===== config.mk =====
export PLATFORM = sky130hd
export DESIGN_NAME = matrix_multiply
export DESIGN_NICKNAME = d
export VERILOG_FILES = /design/src/hdl/mm_pkg.sv /design/src/hdl/mm_mac.sv /design/src/hdl/matrix_multiply.sv
export SDC_FILE = /design/constraint.sdc
export NUM_CORES = 2
export LEC_CHECK = 0
export BUFFER_PORTS_ARGS = -buffer_cell sky130_fd_sc_hd__buf_4
export CAP_MARGIN = 0
export CORE_AREA = 10 10 407 409
export DETAILED_ROUTE_END_ITERATION = 6
export DIE_AREA = 0 0 417 419
export PLACE_DENSITY = 0.77
export SLEW_MARGIN = 25
export SYNTH_ARGS = -nofsm -noshare
export SYNTH_HDL_FRONTEND = slang
export SYNTH_SLANG_ARGS = --single-unit

===== constraint.sdc =====
create_clock -name clk -period 7.8 [get_ports clk]
set_input_delay 1.56 -clock clk [delete_from_list [all_inputs] [get_ports clk]]
set_output_delay 1.56 -clock clk [all_outputs]
set_load 0.02 [all_outputs]

===== src/hdl/mm_pkg.sv =====
// Shared types and constants for the matrix multiply block.
// Used by matrix_multiply and mm_mac; depends on nothing else.
package mm_pkg;

	localparam int DIM_W = 4;   // size registers
	localparam int IDX_W = 3;   // row and column indexes
	localparam int ACT_W = 2;   // action code
	localparam int OUT_W = 21;  // rounded product element
	localparam int CFG_W = 2;   // register index

	localparam logic [ACT_W-1:0] ACT_LOAD_A = 2'd0;
	localparam logic [ACT_W-1:0] ACT_LOAD_B = 2'd1;
	localparam logic [ACT_W-1:0] ACT_START  = 2'd2;

	localparam logic [CFG_W-1:0] CFG_ROWS_A     = 2'd0;
	localparam logic [CFG_W-1:0] CFG_INNER_SIZE = 2'd1;
	localparam logic [CFG_W-1:0] CFG_COLS_B     = 2'd2;

	typedef enum logic [2:0] {
		ST_IDLE   = 3'b001,
		ST_CALC   = 3'b010,
		ST_FINISH = 3'b100
	} state_t;

	typedef struct packed {
		logic clear;
		logic valid;
	} mac_ctrl_t;

endpackage


===== src/hdl/mm_mac.sv =====
// Shared multiply-accumulate unit with round-to-nearest output.
// Depends on mm_pkg for the control struct and the output width.
module mm_mac
	import mm_pkg::*;
#(
	parameter int MAX_DIM    = 8,
	parameter int ELEM_WIDTH = 16,
	parameter int FRAC_BITS  = 14
) (
	input  logic                         clk,
	input  logic                         arst_n,
	input  mac_ctrl_t                    ctrl,
	input  logic signed [ELEM_WIDTH-1:0] a,
	input  logic signed [ELEM_WIDTH-1:0] b,
	output logic                         busy,
	output logic        [OUT_W-1:0]      result
);

	localparam int PROD_W = 2 * ELEM_WIDTH;
	localparam int SUM_W  = PROD_W + $clog2(MAX_DIM) + 1;
	localparam int MIN_W  = FRAC_BITS + OUT_W + 1;
	localparam int ACC_W  = (SUM_W > MIN_W) ? SUM_W : MIN_W;
	localparam logic [ACC_W-1:0] HALF = {{(ACC_W-1){1'b0}}, 1'b1} << (FRAC_BITS - 1);

	logic signed [PROD_W-1:0] prod_s2;
	logic                     vld_s2;
	logic signed [ACC_W-1:0]  acc_q;
	logic        [ACC_W-1:0]  rounded;

	always_ff @(posedge clk or negedge arst_n) begin
		if (!arst_n) begin
			vld_s2 <= 1'b0;
		end else begin
			vld_s2 <= ctrl.valid;
		end
	end

	always_ff @(posedge clk) begin
		prod_s2 <= a * b;
		if (ctrl.clear) begin
			acc_q <= '0;
		end else if (vld_s2) begin
			acc_q <= acc_q + ACC_W'(prod_s2);
		end
	end

	// Adding one half and keeping the upper bits rounds ties upward.
	assign rounded = acc_q + HALF;
	assign result  = rounded[FRAC_BITS +: OUT_W];
	assign busy    = vld_s2;

endmodule


===== src/hdl/matrix_multiply.sv =====
// Top level of the matrix multiply block: element stores, sequencer, output register.
// Depends on mm_pkg and mm_mac.
//
//  channel  | signals                                       | transfer
//  ---------+-----------------------------------------------+---------------------
//  input    | in_valid/in_ready, action, row_index,         | valid and ready high
//           | col_index, element_value                      |
//  output   | out_valid/out_ready, out_row, out_col,        | valid and ready high
//           | out_value, last                               |
//  config   | cfg_we, cfg_addr, cfg_wdata                   | cfg_we high
//
// Loads are accepted back to back while the block is idle.
// A start computes rows_a * cols_b product elements and can stall on the output: each
// product element runs inner_size reads through one read port per store and the
// single multiply-accumulate unit, then drains the pipeline and registers it.
// The output register lets the next element compute while one waits to be taken.
// Reset sets all sizes to MAX_DIM; the element stores hold no reset value.
module matrix_multiply
	import mm_pkg::*;
#(
	parameter int MAX_DIM    = 8,
	parameter int ELEM_WIDTH = 16,
	parameter int FRAC_BITS  = 14
) (
	input  logic                         clk,
	input  logic                         arst_n,
	input  logic                         cfg_we,
	input  logic        [CFG_W-1:0]      cfg_addr,
	input  logic        [DIM_W-1:0]      cfg_wdata,
	input  logic                         in_valid,
	output logic                         in_ready,
	input  logic        [ACT_W-1:0]      action,
	input  logic        [IDX_W-1:0]      row_index,
	input  logic        [IDX_W-1:0]      col_index,
	input  logic signed [ELEM_WIDTH-1:0] element_value,
	output logic                         out_valid,
	input  logic                         out_ready,
	output logic        [IDX_W-1:0]      out_row,
	output logic        [IDX_W-1:0]      out_col,
	output logic signed [OUT_W-1:0]      out_value,
	output logic                         last
);

	localparam int DEPTH  = MAX_DIM * MAX_DIM;
	localparam int ADDR_W = (DEPTH > 1) ? $clog2(DEPTH) : 1;

	function automatic logic [ADDR_W-1:0] elem_addr(input logic [IDX_W-1:0] row,
	                                                input logic [IDX_W-1:0] col);
		return ADDR_W'(int'(row) * MAX_DIM + int'(col));
	endfunction

	function automatic logic [DIM_W-1:0] clamp_dim(input logic [DIM_W-1:0] v);
		if (v == '0)
			return DIM_W'(1);
		else if (v > DIM_W'(MAX_DIM))
			return DIM_W'(MAX_DIM);
		else
			return v;
	endfunction

	logic [DIM_W-1:0] rows_a_q, inner_q, cols_b_q;
	state_t           state_q;
	logic [IDX_W-1:0] r_q, c_q, k_q;
	logic             vld_s1;
	logic             out_valid_q;

	logic signed [ELEM_WIDTH-1:0] mem_a [DEPTH];
	logic signed [ELEM_WIDTH-1:0] mem_b [DEPTH];
	logic signed [ELEM_WIDTH-1:0] a_rd_s1, b_rd_s1;

	logic in_fire, start, wr_a, wr_b;
	logic k_last, c_last, r_last;
	logic pipe_empty, push;
	logic mac_busy;
	logic [OUT_W-1:0] mac_result;
	mac_ctrl_t mac_ctrl;

	assign in_ready = (state_q == ST_IDLE);
	assign in_fire  = in_valid && in_ready;

	always_comb begin
		wr_a  = 1'b0;
		wr_b  = 1'b0;
		start = 1'b0;
		unique case (action)
			ACT_LOAD_A: wr_a  = in_fire && (DIM_W'(row_index) < rows_a_q)
			                            && (DIM_W'(col_index) < inner_q);
			ACT_LOAD_B: wr_b  = in_fire && (DIM_W'(row_index) < inner_q)
			                            && (DIM_W'(col_index) < cols_b_q);
			ACT_START:  start = in_fire;
			default: ;
		endcase
	end

	always_ff @(posedge clk or negedge arst_n) begin
		if (!arst_n) begin
			rows_a_q <= DIM_W'(MAX_DIM);
			inner_q  <= DIM_W'(MAX_DIM);
			cols_b_q <= DIM_W'(MAX_DIM);
		end else if (cfg_we) begin
			unique case (cfg_addr)
				CFG_ROWS_A:     rows_a_q <= clamp_dim(cfg_wdata);
				CFG_INNER_SIZE: inner_q  <= clamp_dim(cfg_wdata);
				CFG_COLS_B:     cols_b_q <= clamp_dim(cfg_wdata);
				default: ;
			endcase
		end
	end

	// A is read along its row, B down its column.
	always_ff @(posedge clk) begin
		if (wr_a)
			mem_a[elem_addr(row_index, col_index)] <= element_value;
		a_rd_s1 <= mem_a[elem_addr(r_q, k_q)];
	end

	always_ff @(posedge clk) begin
		if (wr_b)
			mem_b[elem_addr(row_index, col_index)] <= element_value;
		b_rd_s1 <= mem_b[elem_addr(k_q, c_q)];
	end

	assign k_last     = (DIM_W'(k_q) + DIM_W'(1)) == inner_q;
	assign c_last     = (DIM_W'(c_q) + DIM_W'(1)) == cols_b_q;
	assign r_last     = (DIM_W'(r_q) + DIM_W'(1)) == rows_a_q;
	assign pipe_empty = !vld_s1 && !mac_busy;
	assign push       = (state_q == ST_FINISH) && pipe_empty && (!out_valid_q || out_ready);

	assign mac_ctrl.clear = start || (push && !(c_last && r_last));
	assign mac_ctrl.valid = vld_s1;

	mm_mac #(
		.MAX_DIM   (MAX_DIM),
		.ELEM_WIDTH(ELEM_WIDTH),
		.FRAC_BITS (FRAC_BITS)
	) u_mac (
		.clk   (clk),
		.arst_n(arst_n),
		.ctrl  (mac_ctrl),
		.a     (a_rd_s1),
		.b     (b_rd_s1),
		.busy  (mac_busy),
		.result(mac_result)
	);

	always_ff @(posedge clk or negedge arst_n) begin
		if (!arst_n) begin
			state_q     <= ST_IDLE;
			r_q         <= '0;
			c_q         <= '0;
			k_q         <= '0;
			vld_s1      <= 1'b0;
			out_valid_q <= 1'b0;
		end else begin
			vld_s1 <= (state_q == ST_CALC);

			if (push)
				out_valid_q <= 1'b1;
			else if (out_ready)
				out_valid_q <= 1'b0;

			unique case (state_q)
				ST_IDLE: begin
					if (start) begin
						r_q     <= '0;
						c_q     <= '0;
						k_q     <= '0;
						state_q <= ST_CALC;
					end
				end
				ST_CALC: begin
					if (k_last) begin
						k_q     <= '0;
						state_q <= ST_FINISH;
					end else begin
						k_q <= k_q + IDX_W'(1);
					end
				end
				ST_FINISH: begin
					if (push) begin
						if (c_last) begin
							c_q <= '0;
							if (r_last) begin
								state_q <= ST_IDLE;
							end else begin
								r_q     <= r_q + IDX_W'(1);
								state_q <= ST_CALC;
							end
						end else begin
							c_q     <= c_q + IDX_W'(1);
							state_q <= ST_CALC;
						end
					end
				end
				default: state_q <= ST_IDLE;
			endcase
		end
	end

	always_ff @(posedge clk) begin
		if (push) begin
			out_row   <= r_q;
			out_col   <= c_q;
			out_value <= mac_result;
			last      <= c_last && r_last;
		end
	end

	assign out_valid = out_valid_q;

endmodule

After elaboration in Yosys (flattened, before gate mapping)
Memory sizes are Yosys's and may differ from the RTL's. A register that Yosys moved wholly into a read port is not among the register bits.
Index checks and enable logic that the tools add are counted.
- word-level logic and storage cells: 106
- bits in latches: 0
- bits of input ports: 35
- register bits after elaboration: 123
- memory bits (writable): 2048
- output and inout port bits: 30
- memories: 2
- ROM bits: 0
- multiply operators: 1
- reduce and logical (&&, ||, !) cells: 29
- add/subtract/negate cells: 11
- div/mod/pow operators: 0
- shift operators: 0
- muxes and demuxes: 27
- eq/ne operators: 15
- bitwise gates (word level): 0
- order comparisons: 5
- memories (name ; depth ; width ; rd ports ; clocked after Yosys merged registers in ; write ports ; line ; text):
    mem_a ; 64 ; 16 ; 1 ; 1 ; 1 ; matrix_multiply.sv:67 ; logic signed [ELEM_WIDTH-1:0] mem_a [DEPTH];
    mem_b ; 64 ; 16 ; 1 ; 1 ; 1 ; matrix_multiply.sv:68 ; logic signed [ELEM_WIDTH-1:0] mem_b [DEPTH];
- operators by type and width (cell ; count):
    36-bit by 32-bit adder with 36-bit output ; 1
    35-bit by 14-bit adder with 35-bit output, second input constant ; 1
    3-bit two-way mux ; 11
    16-bit by 16-bit multiplier with 32-bit output ; 1
    6-bit by 3-bit adder with 6-bit output ; 3
    3-bit one-hot mux with 2 select lines ; 3
    3-bit by 4-bit less-than comparator with 1-bit output ; 4
    3-bit by 1-bit adder with 4-bit output, second input constant ; 3
    4-bit equality test ; 3
    1-bit logical AND ; 10
    3-bit by 1-bit adder with 3-bit output, second input constant ; 3
    1-bit two-way mux ; 9
    3-bit one-hot mux with 3 select lines ; 1
    4-bit two-way mux ; 2
    2-bit != test, second input constant ; 4
    2-bit AND reduction ; 4
    3-bit AND reduction ; 2
    2-bit nonzero test ; 3
    5-bit AND reduction ; 1
    2-bit by 1-bit equality test with 1-bit output, second input constant ; 2
    2-bit equality test, second input constant ; 2
    4-bit greater-than comparator, second input constant ; 1
    1-bit logical NOT ; 4
    2-bit logical NOT ; 2
    7 further kinds ; 8

Longest topological paths before layout
- word-level depth: 7
- mapped depth: 23
- gate-level depth less buffers: 22

Modules after synthesis
A second synthesis with hierarchy kept.
- cells, all modules: 5344
- area total of the unflattened synthesis: 95126.2 sq um
- by module, submodules not included (module ; sequential area each (sq um) ; instances ; cells an instance ; area an instance (sq um)):
    matrix_multiply ; 63636.0 ; 1 ; 3814 ; 81306.7
    mm_mac ; 1366.3 ; 1 ; 1530 ; 13819.5

Worst setup path before layout
OpenSTA, ideal clock, no wires.
- path kind: register to register
- from: register a_rd_s1[15], read port of mem_a
- to: register u_mac.prod_s2[31]
- stages on the path, launching flop included: 20
- library setup time: 0.121 ns
- arrival: 5.725 ns
- period minus slack after synthesis: 5.845 ns
- buffers on the path: 1
- path slack: 1.955 ns
- path through: dfxtp_1 clkbuf_1 nand2_1 inv_1 fa_1 fa_1 fa_1 fa_1 fa_1 inv_1 fa_1 inv_1 ha_1 nand4_1 or3_1 a211oi_1 nor3_2 o2111ai_1 a21oi_1 xnor2_1
- word-level cells in the longest chain between the ends: 1
- RTL lines (item ; line ; text):
    from (decl) ; matrix_multiply.sv:69 ; logic signed [ELEM_WIDTH-1:0] a_rd_s1, b_rd_s1;
    16-bit by 16-bit multiplier with 32-bit output ; mm_mac.sv:39 ; prod_s2 <= a * b;
    to (signal assigned) ; mm_mac.sv:39 ;
    to (decl) ; mm_mac.sv:25 ; logic signed [PROD_W-1:0] prod_s2;
No other way between the ends.
A chain may end at the register's enable or synchronous reset.

Worst setup path in the final report
- from: register b_rd_s1[7], read port of mem_b
- to: register u_mac.prod_s2[30]
- word-level cells in the longest chain between the ends: 1
- RTL lines (item ; line):
    from (decl) ; matrix_multiply.sv:69
    16-bit by 16-bit multiplier with 32-bit output ; mm_mac.sv:39
No other way between the ends.

==> results.py <==
metrics = {
    "yosys": {
        "yosys_warnings": 0,
        "yosys_most_used_dff": "edfxtp_1",
        "yosys.area.top_type": "edfxtp_1",
        "synth_edf_count": 2076,
        "synth_seq_cells": 2202,
        "post-synth-top-count-cell": "edfxtp_1",
        "synth.distinct_cells": 77,
        "syn_area_um2": 95400,
        "netlist.area_leader.share_pct": 65.4,
        "syn_inst": 5278,
        "synth_common_cells": "edfxtp_1, mux4_2, inv_1",
        "synthArstFlopShare_pct": 1.23,
        "yosysSeqAreaShare_pct": 68.2,
        "avgSynthCellArea_um2": 18.1,
        "synth_fp_nets": 5704,
        "synthTopCellsByArea": "edfxtp_1, mux4_2, fa_1",
    },
    "sta": {
        "finalHoldViolCount": 0,
        "fmaxAchievable_mhz": 153,
        "period_needed_ns": 6.53,
        "rsz0062_at_grt": "no",
        "skew_ns": 0.0432,
        "setup_ws_ns": 1.27,
        "finalSetupViolCount": 0,
        "relSlewSlack_pct": 26.0,
        "setup_tns_ns": 0,
        "worst_pin_slew_ns": 1.11,
        "finalMaxSlewViolations": 0,
        "period_share_pct": 83.7,
    },
    "layout": {
        "drive_above_1_share_pct": 20.0,
        "area_growth_syn_to_layout_pct": 10.8,
        "post-route-util_pct": 67.1,
        "fin_nets": 5903,
    },
    "outcome": {
        "status": "finished clean",
    },
    "route": {
        "wl_per_cell_um": 29.1,
        "dr.pass1.iters": 6,
        "via_per_inst": 6.45,
        "ant_nets": 0,
        "wirelength_um": 225000,
        "drc": 0,
        "drt_iter0_markers": 6826,
        "via_count": 49900,
    },
    "global_routing": {
        "antenna_found_initial": 19,
        "grt_pass1_vias": 50800,
        "grt_pass1_wl_um": 337000,
        "grt_use_total_pct": 26.0,
        "overflow": 0,
        "grt_start_max_net_pins": 124,
    },
    "setup_path": {
        "arrival_ns": 7.25,
        "max_stage_delay_ns": 0.73,
        "reg2reg_to": "u_mac.prod_s2[30]$_DFF_P_",
        "rr_startpoint": "b_rd_s1[7]$_DFF_P_",
        "critPathSlowestCell": "dfxtp_1",
        "critPathMaxFanout": 16,
        "worstPathRequired_ns": 8.52,
        "worst_setup_path_start_kind": "flop",
        "crit_top_cell": "fa_1",
        "reg2reg_depth": 22,
        "r2r_slack_ns": 1.27,
        "path_class": "flop to flop",
        "cp-end-kind": "flop",
        "crit_chain": "nand2_1 -> fa_1 -> inv_1 -> fa_1 -> inv_1 -> fa_1 -> inv_1 -> fa_1 -> fa_1 -> inv_1 -> fa_1 -> inv_1 -> ha_1 -> nand2_1 -> and3_1 -> o2bb2ai_1 -> a31oi_1 -> nor4b_1 -> o41ai_2 -> o2111ai_1 -> a21oi_1 -> xnor2_1",
    },
    "clocking": {
        "cts_root_buf": "clkbuf_16",
        "cts_buffer_depth": 3,
        "cts_tree": "built",
        "clock_sinks": 2202,
        "clk_pin_slew_ns": 0.06,
        "post-cts-setup-buffers": 0,
        "cts_buffers": 208,
        "cts_hold_buf": 0,
        "post_cts_resize_count": 0,
        "htreeDepth": 4,
        "clock_latency_ns": 0.85,
    },
    "worst_hold_path": {
        "hold_end": "u_mac.busy$_DFF_PN0_",
        "worstHoldStart": "vld_s1$_DFF_PN0_",
        "hold_path_class": "flop to flop",
        "holdPathStages": 0,
    },
    "die": {
        "core-area_um2": 157000,
        "fp.dieArea_um2": 175000,
        "pin_count": 65,
        "die_x_um": 417,
        "rows": 146,
        "die_h_um": 419,
        "start_util_pct": 60.6,
    },
    "placement": {
        "gp_congestion": 0.845,
        "place_ws_ns": 1.20,
        "dpl.hpwl_um": 135000,
        "port_buffers": 64,
    },
    "job": {
        "cap_viol_max_count": 0,
    },
}
## metal layers
metal,GRT usage [%],part of all wire (%),vias to the layer above
li1,-,-,20900
met2,41.4,49,2625
met4,9.44,3.8,8
met5,0.328,0.027,-
met1,36.1,38,26000
met3,5.11,9.4,417
## how the worst max path moves through the flow
stage,depth (start not counted),slack [ns],from,endpoint
2_1_floorplan,19,1.95,a_rd_s1[15]$_DFF_P_,u_mac.prod_s2[31]$_DFF_P_
3_3_place_gp,22,1.29,b_rd_s1[7]$_DFF_P_,u_mac.prod_s2[30]$_DFF_P_
3_5_place_dp,22,1.20,b_rd_s1[7]$_DFF_P_,u_mac.prod_s2[30]$_DFF_P_
4_1_cts,22,1.22,b_rd_s1[7]$_DFF_P_,u_mac.prod_s2[30]$_DFF_P_
5_1_grt,22,0.80,b_rd_s1[7]$_DFF_P_,u_mac.prod_s2[30]$_DFF_P_
6_report,22,1.27,b_rd_s1[7]$_DFF_P_,u_mac.prod_s2[30]$_DFF_P_
## worst max-delay path: cells and delay by family (launching register included)
family	cells	cell delay (ns)
buf+inv	5	0.25
xor+xnor	1	0.13
fa+ha+maj	7	3.35
flops	1	0.73
compound gates	5	0.99
simple gates	4	0.99
## cell type report
class | instances | area [um^2]
clock inverters | 127 | 1210
repair buffers | 236 | 1910
clock buffers | 264 | 5540
well taps | 2072 | 2590
multi-input cells | 2513 | 28200
fillers | 10100 | 51800
flip-flops and latches | 2202 | 65000
inverters | 316 | 1190
diodes | 6 | 15.0
## state kept, by name, summed over array words and instances, names as in the netlist
signal	cells
mem_a	1024
mem_b	1024
u_mac.acc_q	35
u_mac.prod_s2	32
out_value	21
a_rd_s1	16
b_rd_s1	16
cols_b_q	4
inner_q	4
rows_a_q	4
c_q	3
k_q	3
out_col	3
out_row	3
r_q	3
state_q	3
last	1
out_valid	1
u_mac.busy	1
vld_s1	1
## stage by stage
stage / cell area, um^2 / hold slack [ns] / cells
final: 106000 / 0.371 / 7736
after CTS: 106000 / 0.370 / 7727
after global routing: 106000 / 0.374 / 7734
after floorplan: 95400 / 0.355 / 5278
after global placement: 98800 / 0.364 / 7336
after detailed placement: 98800 / 0.372 / 7336
## cells in the final DEF (no fill, tap or decap), types with 48 or more instances in the layout
cell type  netlist  final
mux4_2         480    480
o221ai_1        66     66
nand2_1        255    254
nor2_1         220    210
clkbuf_1       155     48
mux2i_1        208    208
and2_1         127    126
edfxtp_1      2076   2076
ha_1           128    128
buf_4            6    225
a21oi_1        191    191
dfxtp_1         99     99
xnor2_1         60     60
mux2_2          69     69
clkbuf_16        0    212
inv_1          315    314
o22ai_1         67     67
fa_1           263    263
o21ai_0        113    113
## logic make-up after synthesis
group                      count (synthesis)  share of synthesized area [%]
AOI/OAI and AO/OA                        545                           3.55
xor gates and xnor gates                  93                          0.854
adders and majority gates                391                           7.20
buffers and inverters                    563                           2.36
DFF                                     2202                           68.2
muxes                                    757                           14.3
and+or+nand+nor                          727                           3.53
Power is not shown: default switching activity piles up to over one toggle a cycle in this logic, so the estimate is an artifact.
